==> src/hw/rtl/brb_pkg.sv <==
// Shared types, constants and codes for the byte ring buffer.
`timescale 1ns / 1ps
`default_nettype none

package brb_pkg;

    // Store geometry; DEPTH is a power of two so pointers wrap naturally
    localparam int DEPTH  = 64;
    localparam int PTR_W  = $clog2(DEPTH);
    localparam int CAP    = DEPTH - 1;
    localparam int BYTE_W = 8;
    localparam int LEN_W  = 7;
    localparam int FILL_W = 6;

    // Operation codes; code 3 carries no operation
    typedef logic [1:0] kind_t;
    localparam kind_t KIND_PUSH = 2'd0;
    localparam kind_t KIND_GET  = 2'd1;
    localparam kind_t KIND_SKIP = 2'd2;

    typedef enum logic [1:0] {
        ST_OK      = 2'd0,
        ST_NOT_YET = 2'd1,
        ST_NEVER   = 2'd2,
        ST_FULL    = 2'd3
    } status_t;

    typedef struct packed {
        kind_t              kind;
        logic [BYTE_W-1:0]  push_byte;
        logic [LEN_W-1:0]   length;
    } req_t;

    typedef struct packed {
        logic [BYTE_W-1:0]  out_byte;
        logic               byte_valid;
        status_t            status;
        logic               last;
        logic [FILL_W-1:0]  fill_level;
    } rsp_t;

    typedef enum logic [1:0] {
        S_IDLE,
        S_DECIDE,
        S_STREAM
    } state_t;

    // Commands from the controller to the datapath
    typedef struct packed {
        logic item_load;
        logic single_load;
        logic push_commit;
        logic skip_commit;
        logic read_issue;
        logic byte_load;
    } brb_cmd_t;

    // Status from the datapath to the controller
    typedef struct packed {
        logic is_push;
        logic is_get;
        logic is_skip;
        logic full;
        logic short_len;
        logic zero_len;
        logic out_free;
        logic last_byte;
    } brb_stat_t;

endpackage

`default_nettype wire

==> src/hw/rtl/byte_ring_buffer_exact_get.sv <==
// Top level of the byte ring buffer with exact-length get and skip.
//
// Request channel (req_valid/req_ready/req): one transfer per operation:
// push a byte, get length bytes, or skip length bytes. Kind 3 is dropped.
// Response channel (rsp_valid/rsp_ready/rsp): one transfer per result. A
// successful get of N bytes gives N transfers, last set on the final one;
// every other operation gives one transfer. Each result carries the fill
// level after it.
// The store holds up to DEPTH-1 = 63 bytes in a single-port-per-side RAM.
// A request is taken only while the controller is idle. A push, skip,
// zero-length request or failed check loads its result once the output
// register is free and opens the request side in that same cycle. A get
// checks the item, reads its first byte from the RAM, then streams one byte
// per cycle while rsp_ready stays high. A dropped kind yields no result.
// A request may be taken while the previous result still waits in the
// output register; it is held and resolved once that register frees.
// When the receiver stalls, the result register holds and streaming pauses.
// Reset clears both pointers (empty buffer) and the response valid; the RAM
// content is not cleared.
`timescale 1ns / 1ps
`default_nettype none

module byte_ring_buffer_exact_get
    import brb_pkg::*;
(
    input  wire logic clk,
    input  wire logic rst_n,
    input  wire logic req_valid,
    output logic      req_ready,
    input  wire req_t req,
    output logic      rsp_valid,
    input  wire logic rsp_ready,
    output rsp_t      rsp
);

    brb_cmd_t  cmd;
    brb_stat_t stat;

    brb_ctrl u_ctrl (
        .clk       (clk),
        .rst_n     (rst_n),
        .req_valid (req_valid),
        .req_ready (req_ready),
        .stat      (stat),
        .cmd       (cmd)
    );

    brb_datapath u_datapath (
        .clk       (clk),
        .rst_n     (rst_n),
        .req       (req),
        .cmd       (cmd),
        .stat      (stat),
        .rsp_valid (rsp_valid),
        .rsp_ready (rsp_ready),
        .rsp       (rsp)
    );

`ifndef SYNTH
    // No request is taken while a get is still streaming
    a_no_req_mid_stream: assert property (@(posedge clk) disable iff (!rst_n)
        req_ready |-> !(rsp_valid && rsp.byte_valid && !rsp.last))
        else $error("request side open during a get stream");

    // A streamed byte always carries ok status
    a_byte_ok: assert property (@(posedge clk) disable iff (!rst_n)
        (rsp_valid && rsp.byte_valid) |-> (rsp.status == ST_OK))
        else $error("streamed byte with non-ok status");

    // A result without a byte is a single, final result with zero data
    a_single_shape: assert property (@(posedge clk) disable iff (!rst_n)
        (rsp_valid && !rsp.byte_valid) |-> (rsp.last && rsp.out_byte == '0))
        else $error("malformed single result");
`endif

endmodule

`default_nettype wire

==> src/hw/rtl/brb_datapath.sv <==
// Datapath: byte store, pointers, item register and result register.
`timescale 1ns / 1ps
`default_nettype none

module brb_datapath
    import brb_pkg::*;
(
    input  wire logic      clk,
    input  wire logic      rst_n,
    input  wire req_t      req,
    input  wire brb_cmd_t  cmd,
    output brb_stat_t      stat,
    output logic           rsp_valid,
    input  wire logic      rsp_ready,
    output rsp_t           rsp
);

    logic [BYTE_W-1:0] mem [DEPTH];

    req_t              item_reg;
    logic [PTR_W-1:0]  rp_reg, rp_next;
    logic [PTR_W-1:0]  wp_reg, wp_next;
    logic [PTR_W-1:0]  left_reg, left_next;
    logic [BYTE_W-1:0] rd_data_reg;
    logic              rsp_valid_reg, rsp_valid_next;
    rsp_t              rsp_reg, rsp_next;

    logic [PTR_W-1:0]  fill;
    logic [PTR_W-1:0]  len_lo;
    logic              never;
    rsp_t              single;

    // Derive fill and the checks on the held item
    always_comb
    begin
        fill           = wp_reg - rp_reg;
        len_lo         = item_reg.length[PTR_W-1:0];
        never          = item_reg.length > LEN_W'(CAP);
        stat.is_push   = item_reg.kind == KIND_PUSH;
        stat.is_get    = item_reg.kind == KIND_GET;
        stat.is_skip   = item_reg.kind == KIND_SKIP;
        stat.full      = fill == PTR_W'(CAP);
        stat.short_len = LEN_W'(fill) < item_reg.length;
        stat.zero_len  = item_reg.length == '0;
        stat.out_free  = !rsp_valid_reg || rsp_ready;
        stat.last_byte = left_reg == PTR_W'(1);
    end

    // Build the one result of a push, a skip, a zero length or a failed check
    always_comb
    begin
        single            = '0;
        single.last       = 1'b1;
        single.status     = ST_OK;
        single.fill_level = FILL_W'(fill);
        if (stat.is_push)
        begin
            if (stat.full)
                single.status = ST_FULL;
            else
                single.fill_level = FILL_W'(fill + PTR_W'(1));
        end
        else if (stat.short_len)
            single.status = never ? ST_NEVER : ST_NOT_YET;
        else if (!stat.zero_len)
            single.fill_level = FILL_W'(fill - len_lo);
    end

    // Advance pointers, byte count and the result register
    always_comb
    begin
        rp_next        = rp_reg;
        wp_next        = wp_reg;
        left_next      = left_reg;
        rsp_next       = rsp_reg;
        rsp_valid_next = rsp_valid_reg;
        if (rsp_ready)
            rsp_valid_next = 1'b0;
        if (cmd.item_load)
            left_next = req.length[PTR_W-1:0];
        if (cmd.push_commit)
            wp_next = wp_reg + PTR_W'(1);
        if (cmd.skip_commit)
            rp_next = rp_reg + len_lo;
        if (cmd.read_issue)
            rp_next = rp_reg + PTR_W'(1);
        if (cmd.single_load)
        begin
            rsp_next       = single;
            rsp_valid_next = 1'b1;
        end
        if (cmd.byte_load)
        begin
            rsp_next.out_byte   = rd_data_reg;
            rsp_next.byte_valid = 1'b1;
            rsp_next.status     = ST_OK;
            rsp_next.last       = stat.last_byte;
            rsp_next.fill_level = FILL_W'(fill);
            left_next           = left_reg - PTR_W'(1);
            rsp_valid_next      = 1'b1;
        end
    end

    // Hold control registers
    always_ff @(posedge clk or negedge rst_n)
    begin
        if (!rst_n)
        begin
            rp_reg        <= '0;
            wp_reg        <= '0;
            rsp_valid_reg <= 1'b0;
        end
        else
        begin
            rp_reg        <= rp_next;
            wp_reg        <= wp_next;
            rsp_valid_reg <= rsp_valid_next;
        end
    end

    // Hold payload registers
    always_ff @(posedge clk)
    begin
        left_reg <= left_next;
        rsp_reg  <= rsp_next;
        if (cmd.item_load)
            item_reg <= req;
    end

    // Write and read the byte store
    always_ff @(posedge clk)
    begin
        if (cmd.push_commit)
            mem[wp_reg] <= item_reg.push_byte;
        if (cmd.read_issue)
            rd_data_reg <= mem[rp_reg];
    end

    assign rsp_valid = rsp_valid_reg;
    assign rsp       = rsp_reg;

endmodule

`default_nettype wire

==> src/hw/rtl/brb_ctrl.sv <==
// Controller: sequences item capture, single results and byte streaming.
`timescale 1ns / 1ps
`default_nettype none

module brb_ctrl
    import brb_pkg::*;
(
    input  wire logic       clk,
    input  wire logic       rst_n,
    input  wire logic       req_valid,
    output logic            req_ready,
    input  wire brb_stat_t  stat,
    output brb_cmd_t        cmd
);

    state_t state_reg, state_next;

    // Hold the state
    always_ff @(posedge clk or negedge rst_n)
    begin
        if (!rst_n)
            state_reg <= S_IDLE;
        else
            state_reg <= state_next;
    end

    // Decide next state and commands
    always_comb
    begin
        state_next = state_reg;
        cmd        = '0;
        req_ready  = 1'b0;
        unique case (state_reg)
            S_IDLE:
            begin
                req_ready = 1'b1;
                if (req_valid)
                begin
                    cmd.item_load = 1'b1;
                    state_next    = S_DECIDE;
                end
            end
            S_DECIDE:
            begin
                if (!(stat.is_push || stat.is_get || stat.is_skip))
                    state_next = S_IDLE;
                else if (stat.is_get && !stat.short_len && !stat.zero_len)
                begin
                    // Prefetch the first byte of the get
                    cmd.read_issue = 1'b1;
                    state_next     = S_STREAM;
                end
                else if (stat.out_free)
                begin
                    cmd.single_load = 1'b1;
                    cmd.push_commit = stat.is_push && !stat.full;
                    cmd.skip_commit = stat.is_skip && !stat.short_len && !stat.zero_len;
                    state_next      = S_IDLE;
                end
            end
            S_STREAM:
            begin
                if (stat.out_free)
                begin
                    cmd.byte_load = 1'b1;
                    if (stat.last_byte)
                        state_next = S_IDLE;
                    else
                        cmd.read_issue = 1'b1;
                end
            end
            default:
                state_next = S_IDLE;
        endcase
    end

endmodule

`default_nettype wire

==> config.mk <==
export PLATFORM = sky130hd
export DESIGN_NAME = byte_ring_buffer_exact_get
export DESIGN_NICKNAME = d
export VERILOG_FILES = /design/src/hw/rtl/brb_pkg.sv /design/src/hw/rtl/byte_ring_buffer_exact_get.sv /design/src/hw/rtl/brb_datapath.sv /design/src/hw/rtl/brb_ctrl.sv
export SDC_FILE = /design/constraint.sdc
export NUM_CORES = 1
export LEC_CHECK = 0
export ABC_AREA = 0
export BUFFER_PORTS_ARGS = -buffer_cell sky130_fd_sc_hd__buf_2
export CAP_MARGIN = 30
export CORE_MARGIN = 5
export CORE_UTILIZATION = 55
export CTS_CLUSTER_SIZE = 24
export DETAILED_ROUTE_END_ITERATION = 6
export GPL_TIMING_DRIVEN = 0
export PLACE_DENSITY = 0.71
export SLEW_MARGIN = 40
export SYNTH_ARGS = -nofsm -noshare
export SYNTH_HDL_FRONTEND = slang
export SYNTH_SLANG_ARGS = --single-unit
export TNS_END_PERCENT = 100
==> constraint.sdc <==
create_clock -name clk -period 6.6 [get_ports clk]
set_input_delay 0 -clock clk [delete_from_list [all_inputs] [get_ports clk]]
set_output_delay 0 -clock clk [all_outputs]
set_load 0.1 [all_outputs]
# Yosys cells after proc, flatten, opt, wreduce, memory -nomap -nowiden
# Memories as Yosys holds them, arrays and structs flattened. A register that Yosys moved wholly into a read port is not among the register bits.
# Index checks and enable logic that the tools add are counted.
# word_totals
register_bits,56
mem_bits_rw,512
output_inout_bits,20
elab_cells,91
memories,1
# op_classes
n_addsub,7
magnitude_cmp,2
n_eq_ne,10
n_mux,38
reduce_logical,20
# mem_list
memory,words,width,rd,rd_clocked_by_memory_dff,write_ports,line,rtl
u_datapath.mem,64,8,1,1,1,brb_datapath.sv:18,logic [BYTE_W-1:0] mem [DEPTH];
# op_table
cell,n
6-bit two-way mux,8
18-bit two-way mux,2
2-bit two-way mux,11
"6-bit by 1-bit adder with 6-bit output, second input constant",3
6-bit subtractor,2
1-bit two-way mux,11
3-bit two-way mux,3
"7-bit by 6-bit greater-than comparator with 1-bit output, second input constant",1
7-bit zero test,1
6-bit by 7-bit < comparator with 1-bit output,1
6-bit adder,1
"6-bit by 1-bit == test with 1-bit output, second input constant",1
"6-bit == test, second input constant",1
"2-bit inequality test, second input constant",3
2-bit one-hot mux with 3 select lines,1
2-bit nonzero test,3
"6-bit by 1-bit subtractor with 6-bit output, second input constant",1
1-bit logical AND,5
"2-bit by 1-bit == test with 1-bit output, second input constant",2
"2-bit == test, second input constant",2
1-bit zero test,4
2-bit zero test,2
4-bit two-way mux,1
"4-bit inequality test, second input constant",1
other kinds (4),6

# Longest topological paths before layout
# Gate-level depths: netlist (run 1).
# logic_depth
depth_word,11
ltp_mapped,24
ltp_nobuf,23

# Cells and area by module
# Synthesis (run 1) repeated with hierarchy kept, for this count alone.
# unflattened
hier_cells,1186
area_unflattened_um2,23446.2
# by_module_without_submodules
module,instances,cells_per_inst,area_each_um2,seq_area_each_um2
brb_datapath,1,1155,23174.7,17141.4
brb_ctrl,1,31,271.5,50.0

# Least setup slack after synthesis (run 1)
# No wires, ideal clock.
# synth_path
path_kind,reg2reg
startpoint,reg u_datapath.rp_reg[1]
endpoint,reg u_datapath.rp_reg[5]
setup_time_ns,0.125
arrival_ns,5.104
required_time_ns,6.475
slack_ns,1.371
stages_incl_launch_ff,24
n_path_buf,2
period_less_slack_ns,5.229
cell_sequence,dfrtp_1 clkbuf_1 clkbuf_1 inv_1 fa_1 a211oi_1 nor2_1 xnor2_1 inv_1 ha_1 a21oi_1 nor2b_1 a311oi_1 o31a_1 inv_1 nor2_1 ha_1 a21o_1 a21oi_1 o21bai_1 a21oi_1 and3_1 o21ai_0 xnor2_1
# synth_lines
item,line,rtl
"start, declared",brb_datapath.sv:21,"logic [PTR_W-1:0] rp_reg, rp_next;"
"start signal, assigned",brb_datapath.sv:115,rp_reg <= rp_next;

==> impl_metrics.py, run 1 <==
metrics = {
    "run_status": {
        "status": "complete, no violations",
    },
    "floorplan": {
        "die_y_um": 216,
        "rows": 75,
        "core_um2": 41900,
        "fp.dieArea_um2": 46500,
        "start_util_pct": 55.5,
        "pin_count": 41,
        "die_w_um": 216,
    },
    "worst_setup_path": {
        "worst-path-stages": 23,
        "regToRegEndpoint": "u_datapath.rp_reg[5]$_DFFE_PN0P_",
        "reg2reg_depth": 23,
        "r2r_slack_ps": 550,
        "worstSetupPathType": "flip-flop to flip-flop",
        "critPathTopFamily": "compound AO/OA/AOI/OAI gates",
        "crit_slowest_cell": "a311oi_1",
        "cp.required_ps": 7070,
        "worstSetupStartpointType": "flip-flop",
        "reg2reg_from": "u_datapath.rp_reg[1]$_DFFE_PN0P_",
        "crit_path_max_fanout": 12,
        "endpoint_kind": "flip-flop",
        "arrival_ps": 6520,
        "crit_start": "u_datapath.rp_reg[1]$_DFFE_PN0P_",
        "crit_chain": "clkbuf_1 > clkbuf_2 > inv_1 > ha_1 > or2_2 > o22ai_1 > xor2_1 > inv_1 > ha_1 > o21ai_0 > a21oi_1 > a311oi_1 > o31a_1 > inv_1 > nor2_1 > ha_1 > a21o_1 > a21oi_1 > o21bai_1 > a21oi_1 > and3_1 > o21ai_0 > xnor2_1",
        "cp_slowest_stage_delay_ps": 570,
        "cp_num_buf_inv": 5,
    },
    "hold_path": {
        "whs_path_depth": 2,
        "hp-start": "req[9]",
        "holdPathEnd": "u_datapath.item_reg[9]$_DFFE_PP_",
        "hold_path_class": "input pin to flip-flop",
    },
    "finish": {
        "area_growth_pct": 14.0,
        "drive_above_1_share_pct": 26.9,
        "diodes": 0,
        "fin_nets": 1367,
        "largest_reg_flops": 512,
    },
    "logic_synthesis": {
        "synth-main-ff-cell": "edfxtp_1",
        "yosys.area.top_type": "edfxtp_1",
        "ys_ff_latch": 576,
        "syn_inst": 1171,
        "synth_warnings": 0,
        "synth_common_cells": "edfxtp_1 (558), mux4_2 (160), nor2_1 (98), nand2_1 (50), clkbuf_1 (33)",
        "async_reset_ff_share_pct": 2.60,
        "ys_seq_area_share_pct": 74.0,
        "synth_top_area_share_pct": 72.1,
        "ys_types": 54,
        "synthSimpleGateAreaFrac_pct": 4.08,
        "synthMuxAreaShare_pct": 15.6,
        "synth_edf_count": 558,
        "netlist_area_um2": 23200,
        "synthAdderAreaFrac_pct": 1.50,
        "avgSynthCellArea_um2": 19.9,
        "yosysMostFrequentCell": "edfxtp_1",
        "synth.area.top_cells": "edfxtp_1 (72%), mux4_2 (16%), dfrtp_1 (1.6%)",
        "synth_compound_area_share_pct": 2.80,
        "syn_nets": 1218,
        "synth-xor-area-share_pct": 0.716,
        "synth_top_family_by_area": "multiplexers",
    },
    "timing": {
        "worstMarginPinSlew_ps": 923,
        "slew_violations": 0,
        "fmax_mhz": 165,
        "relSlewSlack_pct": 38.2,
        "final-setup-viol-count": 0,
        "clock_skew_ps": 15.2,
        "hold_viol": 0,
        "holdWs_ps": 115,
        "period_minus_slack_ps": 6050,
        "min_period_over_period_pct": 91.6,
        "grt_setup_unrepaired": "false",
    },
    "clock_tree": {
        "cts_tree": "done",
        "clock-sinks": 576,
        "clk_latency_ps": 590,
        "path_clk_slew_ps": 60,
        "cts.path.max_buffers": 3,
        "htreeDepth": 2,
        "root_buffer": "clkbuf_16",
        "cts_made_buffers": 55,
    },
    "global_route": {
        "track_usage_pct": 22.8,
        "grt_pass1_vias": 12108,
        "grt_start_max_net_pins": 24,
        "grt_pass1_wl_um": 78500,
        "grt_overflow": 0,
        "antenna_found_initial": 0,
    },
    "run": {
        "cap_violations": 0,
    },
    "routing": {
        "via_count": 11815,
        "routed_wl_um": 51800,
        "via_per_inst": 6.21,
        "wl_per_cell_um": 27.2,
        "drt_iter0_markers": 1402,
        "ant_nets": 0,
        "drc": 0,
        "dr.pass1.iters": 5,
    },
    "pwr": {
        "p_switching_uw": 4020,
        "combPwrFrac_pct": 36.4,
        "vdd_drop_max_v": 0.000277,
        "clkPwrFrac_pct": 26.0,
        "power.density_nw_per_um2": 440,
        "p_sw_share_pct": 34.4,
        "seqPwrFrac_pct": 37.7,
        "cellInternalPower_uw": 7650,
        "total_power_uw": 11700,
        "leakagePower_uw": 0.00858,
    },
    "placed_design": {
        "gp_congestion": 0.866,
        "hpwl_um": 35200,
        "port_buffers": 40,
    },
}
[final cells by class]
| class | count | area (um^2) |
|---|---|---|
| Buffer | 53 | 226 |
| Clock buffer | 75 | 1490 |
| Clock inverter | 27 | 226 |
| Fill cell | 2770 | 15400 |
| Inverter | 24 | 90.1 |
| Multi-Input combinational cell | 518 | 5830 |
| Sequential cell | 576 | 17200 |
| Tap cell | 539 | 674 |
| Timing Repair Buffer | 92 | 776 |
[worst reg2reg max path, cell delays in order, from the launching register on]
cell	delay, ps
dfrtp_1	480
clkbuf_1	320
clkbuf_2	420
inv_1	170
ha_1	210
or2_2	300
o22ai_1	180
xor2_1	400
inv_1	190
ha_1	340
o21ai_0	110
a21oi_1	130
a311oi_1	580
o31a_1	290
inv_1	220
nor2_1	230
ha_1	270
a21o_1	160
a21oi_1	220
o21bai_1	90
a21oi_1	170
and3_1	170
o21ai_0	120
xnor2_1	170
[power by group through the flow]
stage / clock network [uW] / registers [uW] / logic, uW
2_1_floorplan: 0 / 4820 / 2530
4_1_cts: 3070 / 4390 / 4200
5_1_grt: 3240 / 4410 / 4510
6_report: 3030 / 4390 / 4240
3_3_place_gp: 0 / 4610 / 3910
3_5_place_dp: 0 / 4470 / 4170
[layout by cell type (no fill, tap or decap), types with 23 or more instances in the layout]
master	count
buf_2	56
clkbuf_1	43
clkbuf_16	55
dlygate4sd3_1	23
edfxtp_1	558
ha_1	23
inv_1	23
mux4_2	160
nand2_1	50
nor2_1	73
nor2_2	25
o21ai_0	26
[per-stage QoR]
stage                     std cells  worst slack [ps]  utilization (%)  TNS (ps)  instance area [um^2]
after global placement         1750              -289             57.6     -3220                 24100
after detailed placement       1779              93.4             58.5         0                 24500
final                          1904               555             63.3         0                 26500
after CTS                      1904              98.5             63.2         0                 26400
after floorplan                1171              1370                -         0                 23200
after global routing           1904               113             63.3         0                 26500
[cells by family after synthesis]
family / count (synthesis)
buffers and inverters: 77
flip-flops: 576
multiplexers: 163
XOR/XNOR: 19
AO/OA/AOI/OAI: 99
AND/OR/NAND/NOR: 211
adder cells (fa/ha/maj): 26
[worst max-delay path by stage]
stage                     slack, ps                          endpoint
after floorplan                1370  u_datapath.rp_reg[5]$_DFFE_PN0P_
after global placement         -290  u_datapath.rp_reg[5]$_DFFE_PN0P_
after detailed placement         90  u_datapath.rp_reg[5]$_DFFE_PN0P_
after CTS                       100  u_datapath.rp_reg[5]$_DFFE_PN0P_
after global routing            110  u_datapath.rp_reg[5]$_DFFE_PN0P_
final                           550  u_datapath.rp_reg[5]$_DFFE_PN0P_
[metal layers]
layer / part of all wire (%) / wire, um / track usage (%) / vias up
met5: 0 / 0 / 0 / -
met4: 2.8 / 1470 / 6.44 / 0
met1: 41 / 21000 / 32.5 / 6115
li1: - / - / - / 5081
met2: 48 / 24700 / 35.9 / 525
met3: 8.9 / 4640 / 5.65 / 94
[what timing repair did]
item	CTS	global route
gates resized for setup	0	1
hold buffers	23	0
setup buffers	0	0
endpoints found under the setup margin	0	1
hold endpoints to repair	41	0
Note: power is estimated with default switching activity, not from simulation.
==> run 2, diff against run 1 <==
Settings changed: PLACE_DENSITY 0.71 to 0.8.
==> impl_metrics.py, run 2 (same netlist as run 1, synthesis figures left out) <==
metrics = {
    "worst_setup_path": {
        "worstSetupPathType": "flip-flop to flip-flop",
        "cp.required_ps": 7120,
        "arrival_ps": 6710,
        "crit_path_max_fanout": 12,
        "worstSetupStartpointType": "flip-flop",
        "endpoint_kind": "flip-flop",
    },
    "clock_tree": {
        "clock-sinks": 576,
        "root_buffer": "clkbuf_16",
        "cts_made_buffers": 55,
        "cts_tree": "done",
        "clk_latency_ps": 610,
        "htreeDepth": 2,
        "cts.path.max_buffers": 3,
        "path_clk_slew_ps": 60,
    },
    "finish": {
        "instances_no_fill": 1900,
        "final_area_um2": 26500,
        "diodes": 0,
        "fin_nets": 1366,
        "drive_above_1_share_pct": 26.4,
        "area_growth_pct": 13.9,
        "final_common_cell": "edfxtp_1",
        "final_cell_mix": "edfxtp_1 (558), mux4_2 (160), nor2_1 (77)",
        "largest_reg_flops": 512,
    },
    "placed_design": {
        "hpwl_um": 35400,
        "port_buffers": 40,
        "placedCellCount": 1777,
        "placed_area_um2": 24500,
        "gp_congestion": 0.882,
    },
    "routing": {
        "routed_wl_um": 53500,
        "via_count": 12137,
        "drc": 0,
        "dr.pass1.iters": 5,
        "drt_iter0_markers": 1574,
        "via_per_inst": 6.39,
        "wl_per_cell_um": 28.1,
        "ant_nets": 0,
    },
    "timing": {
        "fmax_mhz": 162,
        "finalSetupTns_ps": 0,
        "slew_violations": 0,
        "min_period_over_period_pct": 93.7,
        "period_minus_slack_ps": 6190,
        "worstMarginPinSlew_ps": 927,
        "grt_setup_unrepaired": "false",
        "final-setup-viol-count": 0,
        "hold_viol": 0,
        "relSlewSlack_pct": 38.2,
        "clock_skew_ps": 16.7,
        "holdWs_ps": 114,
    },
    "global_route": {
        "antenna_found_initial": 1,
        "grt_start_max_net_pins": 24,
        "track_usage_pct": 23.1,
        "grt_pass1_vias": 12339,
        "grt_overflow": 0,
        "grt_pass1_wl_um": 79900,
    },
    "hold_path": {
        "hold_path_class": "input pin to flip-flop",
    },
    "pwr": {
        "vdd_drop_max_v": 0.000307,
        "power.density_nw_per_um2": 441,
        "leakagePower_uw": 0.00855,
    },
    "floorplan": {
        "rows": 75,
        "die_w_um": 216,
        "start_util_pct": 55.5,
        "fp.dieArea_um2": 46500,
        "pin_count": 41,
        "core_um2": 41900,
        "die_y_um": 216,
    },
    "run": {
        "cap_violations": 0,
    },
    "run_status": {
        "status": "complete, no violations",
    },
}
==> run 2: area by class of cell <==
cell class                 instances  area (um^2)
fill                            2771        15400
clock buffer                      73         1490
buffer                            53          229
inverter                          24         93.8
sequential                       576        17200
tap                              539          674
timing repair buffer              91          758
multi-input combinational        518         5820
clock inverter                    26          213
==> run 2: what timing repair did <==
item                                    in CTS  in global routing
endpoints found under the setup margin       1                  1
hold buffers                                23                  1
resized for setup                            2                  5
hold endpoints to repair                    41                 15
setup buffers                                0                  0
==> run 2: critical path, stage by stage (launching register included) <==
cell and delay [ps]:
dfrtp_1 530, clkbuf_2 380, clkbuf_4 360, inv_1 120, fa_1 450, a211oi_1 220
nor2_1 100, xnor2_2 320, inv_1 150, ha_1 380, a21oi_1 150, nor2b_1 80
a311oi_2 400, o31a_1 310, clkinvlp_4 280, nor2_1 250, ha_1 280, a21o_1 160
a21oi_1 250, o21bai_1 110, a21oi_1 200, a21oi_1 50, o21ai_0 350, xnor2_1 180
==> run 2: power by group <==
group,internal [uW],switching [uW]
Sequential,4290,106
Combinational,1630,2640
Clock,1700,1320
Total,7620,4060
==> run 2: final timing paths <==
kind                                                        from                           endpoint  slack, ps  cells after the start
min in group asynchronous                                  rst_n   u_datapath.rp_reg[4]$_DFFE_PN0P_        510                      4
worst min register to register    u_datapath.rsp[9]$_SDFFE_PP1P_     u_datapath.rsp[9]$_SDFFE_PP1P_        490                      2
max in group asynchronous                                  rst_n   u_datapath.rp_reg[5]$_DFFE_PN0P_       5800                      4
worst max-delay path            u_datapath.rp_reg[1]$_DFFE_PN0P_   u_datapath.rp_reg[5]$_DFFE_PN0P_        410                     23
worst min-delay path                                     req[13]  u_datapath.item_reg[13]$_DFFE_PP_        110                      2
worst max register to register  u_datapath.rp_reg[1]$_DFFE_PN0P_   u_datapath.rp_reg[5]$_DFFE_PN0P_        410                     23
==> run 2: per-layer routing <==
metal / GRT usage [%] / part of all wire (%)
met1: 32.0 / 38
met2: 37.2 / 49
met5: 0 / 0.024
met3: 4.99 / 8.9
met4: 8.43 / 3.4
==> run 2: stage by stage <==
| stage | util, % | total power, uW | worst slack (ps) |
|---|---|---|---|
| 2_1_floorplan | - | 7350 | 1370 |
| 3_3_place_gp | 57.6 | 8440 | -152 |
| 3_5_place_dp | 58.5 | 8600 | -423 |
| 4_1_cts | 63.1 | 11600 | 129 |
| 5_1_grt | 63.2 | 12200 | 20.0 |
| 6_report | 63.2 | 11700 | 414 |
==> run 3, diff against run 2 <==
Clock period 6.6 ns to 7.4 ns, I/O delays scaled along.
==> impl_metrics.py, run 3 (same netlist as run 1, synthesis figures left out) <==
metrics = {
    "clock_tree": {
        "clk_latency_ps": 610,
        "cts_tree": "done",
        "cts.path.max_buffers": 3,
        "post_cts_buffers": 0,
        "cts_made_buffers": 55,
        "htreeDepth": 2,
        "root_buffer": "clkbuf_16",
        "clock-sinks": 576,
        "path_clk_slew_ps": 60,
    },
    "finish": {
        "final_area_um2": 26400,
        "fin_nets": 1366,
        "diodes": 0,
        "fillers": 2776,
        "area_growth_pct": 13.8,
        "drive_above_1_share_pct": 26.1,
        "multi_input_area_um2": 5810,
        "instances_no_fill": 1900,
        "largest_reg_flops": 512,
        "final_common_cell": "edfxtp_1",
        "ff_latch_area_um2": 17200,
        "final_cell_mix": "edfxtp_1 (558), mux4_2 (160), nor2_1 (77)",
    },
    "timing": {
        "final-setup-viol-count": 0,
        "clock_skew_ps": 15.0,
        "min_period_over_period_pct": 91.7,
        "period_minus_slack_ps": 6790,
        "relSlewSlack_pct": 40.9,
        "finalSetupTns_ps": 0,
        "holdWs_ps": 115,
        "fmax_mhz": 147,
        "grt_setup_unrepaired": "false",
        "slew_violations": 0,
        "hold_viol": 0,
        "worstMarginPinSlew_ps": 887,
    },
    "routing": {
        "via_per_inst": 6.40,
        "ant_nets": 0,
        "wl_per_cell_um": 28.0,
        "via_count": 12168,
        "drt_iter0_markers": 1592,
        "routed_wl_um": 53300,
        "dr.pass1.iters": 5,
        "drc": 0,
    },
    "hold_path": {
        "whs_path_depth": 2,
        "hold_path_class": "input pin to flip-flop",
        "hp-start": "req[13]",
        "holdPathEnd": "u_datapath.item_reg[13]$_DFFE_PP_",
    },
    "floorplan": {
        "fp.dieArea_um2": 46500,
        "core_um2": 41900,
        "start_util_pct": 55.5,
        "pin_count": 41,
        "die_w_um": 216,
        "rows": 75,
        "die_y_um": 216,
    },
    "pwr": {
        "vdd_drop_max_v": 0.000273,
        "leakagePower_uw": 0.00855,
        "power.density_nw_per_um2": 393,
    },
    "run_status": {
        "status": "complete, no violations",
    },
    "placed_design": {
        "placedCellCount": 1777,
        "port_buffers": 40,
        "hpwl_um": 35400,
        "placed_area_um2": 24500,
        "gp_congestion": 0.882,
    },
    "global_route": {
        "antenna_found_initial": 1,
        "grt_overflow": 0,
        "grt_pass1_vias": 12339,
        "grt_pass1_wl_um": 79900,
        "track_usage_pct": 23.1,
        "grt_start_max_net_pins": 24,
    },
    "worst_setup_path": {
        "regToRegEndpoint": "u_datapath.rp_reg[5]$_DFFE_PN0P_",
        "cp.required_ps": 7920,
        "endpoint_kind": "flip-flop",
        "worstSetupPathType": "flip-flop to flip-flop",
        "r2r_slack_ps": 610,
        "arrival_ps": 7300,
        "reg2reg_depth": 23,
        "crit_path_max_fanout": 12,
        "worstSetupStartpointType": "flip-flop",
        "reg2reg_from": "u_datapath.rp_reg[1]$_DFFE_PN0P_",
    },
    "run": {
        "cap_violations": 0,
    },
}
[run 3: changes by cell type in the layout (fill, tap and decap cells not counted), sizes merged]
| cell | previous run | this run |
|---|---|---|
| clkinvlp | 1 | 0 |
| inv | 25 | 26 |
[run 3: worst max-delay path, stage by stage, from the launching register on]
cell      delay, ps
dfrtp_1         540
clkbuf_1        580
clkbuf_2        480
inv_1           160
fa_1            460
a211oi_1        220
nor2_1           80
xnor2_1         490
inv_1           190
ha_1            390
a21oi_1         150
nor2b_1          70
a311oi_1        550
o31a_1          290
inv_1           220
nor2_1          240
ha_1            280
a21o_1          160
a21oi_1         250
o21bai_1        110
a21oi_1         210
a21oi_1          60
o21ai_0         340
xnor2_1         180
[run 3: where the power goes]
| part | internal (uW) | switching (uW) |
|---|---|---|
| clock | 1510 | 1170 |
| sequential | 3830 | 94.1 |
| combinational | 1440 | 2340 |
[run 3: layout make-up]
cell class | instances | share of cell area (%)
plain buffers | 53 | 0.852
clock buffers | 73 | 5.62
clock inverters | 26 | 0.804
inverters | 24 | 0.341
multi-input cells | 518 | 22.0
flip-flops and latches | 576 | 65.0
well taps | 539 | 2.55
repair buffers | 91 | 2.87
[run 3: routing by layer]
metal | routed length (um) | track usage [%] | up-vias
met5 | 13 | 0 | -
met4 | 1860 | 8.43 | 2
met3 | 4760 | 4.99 | 123
met2 | 26300 | 37.2 | 661
met1 | 20400 | 32.0 | 6302
li1 | - | - | 5080
[run 3: how the worst max path moves through the flow]
stage,slack [ps],from,endpoint
after detailed placement,380,u_datapath.rp_reg[1]$_DFFE_PN0P_,u_datapath.rp_reg[5]$_DFFE_PN0P_
after global routing,130,u_datapath.rp_reg[1]$_DFFE_PN0P_,u_datapath.rp_reg[5]$_DFFE_PN0P_
after global placement,650,u_datapath.rp_reg[1]$_DFFE_PN0P_,u_datapath.rp_reg[5]$_DFFE_PN0P_
after CTS,350,u_datapath.rp_reg[1]$_DFFE_PN0P_,u_datapath.rp_reg[5]$_DFFE_PN0P_
final,610,u_datapath.rp_reg[1]$_DFFE_PN0P_,u_datapath.rp_reg[5]$_DFFE_PN0P_
after floorplan,2170,u_datapath.rp_reg[1]$_DFFE_PN0P_,u_datapath.rp_reg[5]$_DFFE_PN0P_
[run 3: repair_timing]
action,CTS,global route
hold endpoints to repair,41,15
hold buffers,23,1
setup endpoints to repair,0,1
gates resized for setup,0,3
[run 3: metrics by stage]
stage | utilization, % | total power, uW | setup slack, ps
6_report | 63.2 | 10400 | 611
5_1_grt | 63.2 | 10800 | 134
4_1_cts | 63.1 | 10400 | 354
3_5_place_dp | 58.5 | 7670 | 377
3_3_place_gp | 57.6 | 7530 | 648
2_1_floorplan | - | 6560 | 2170
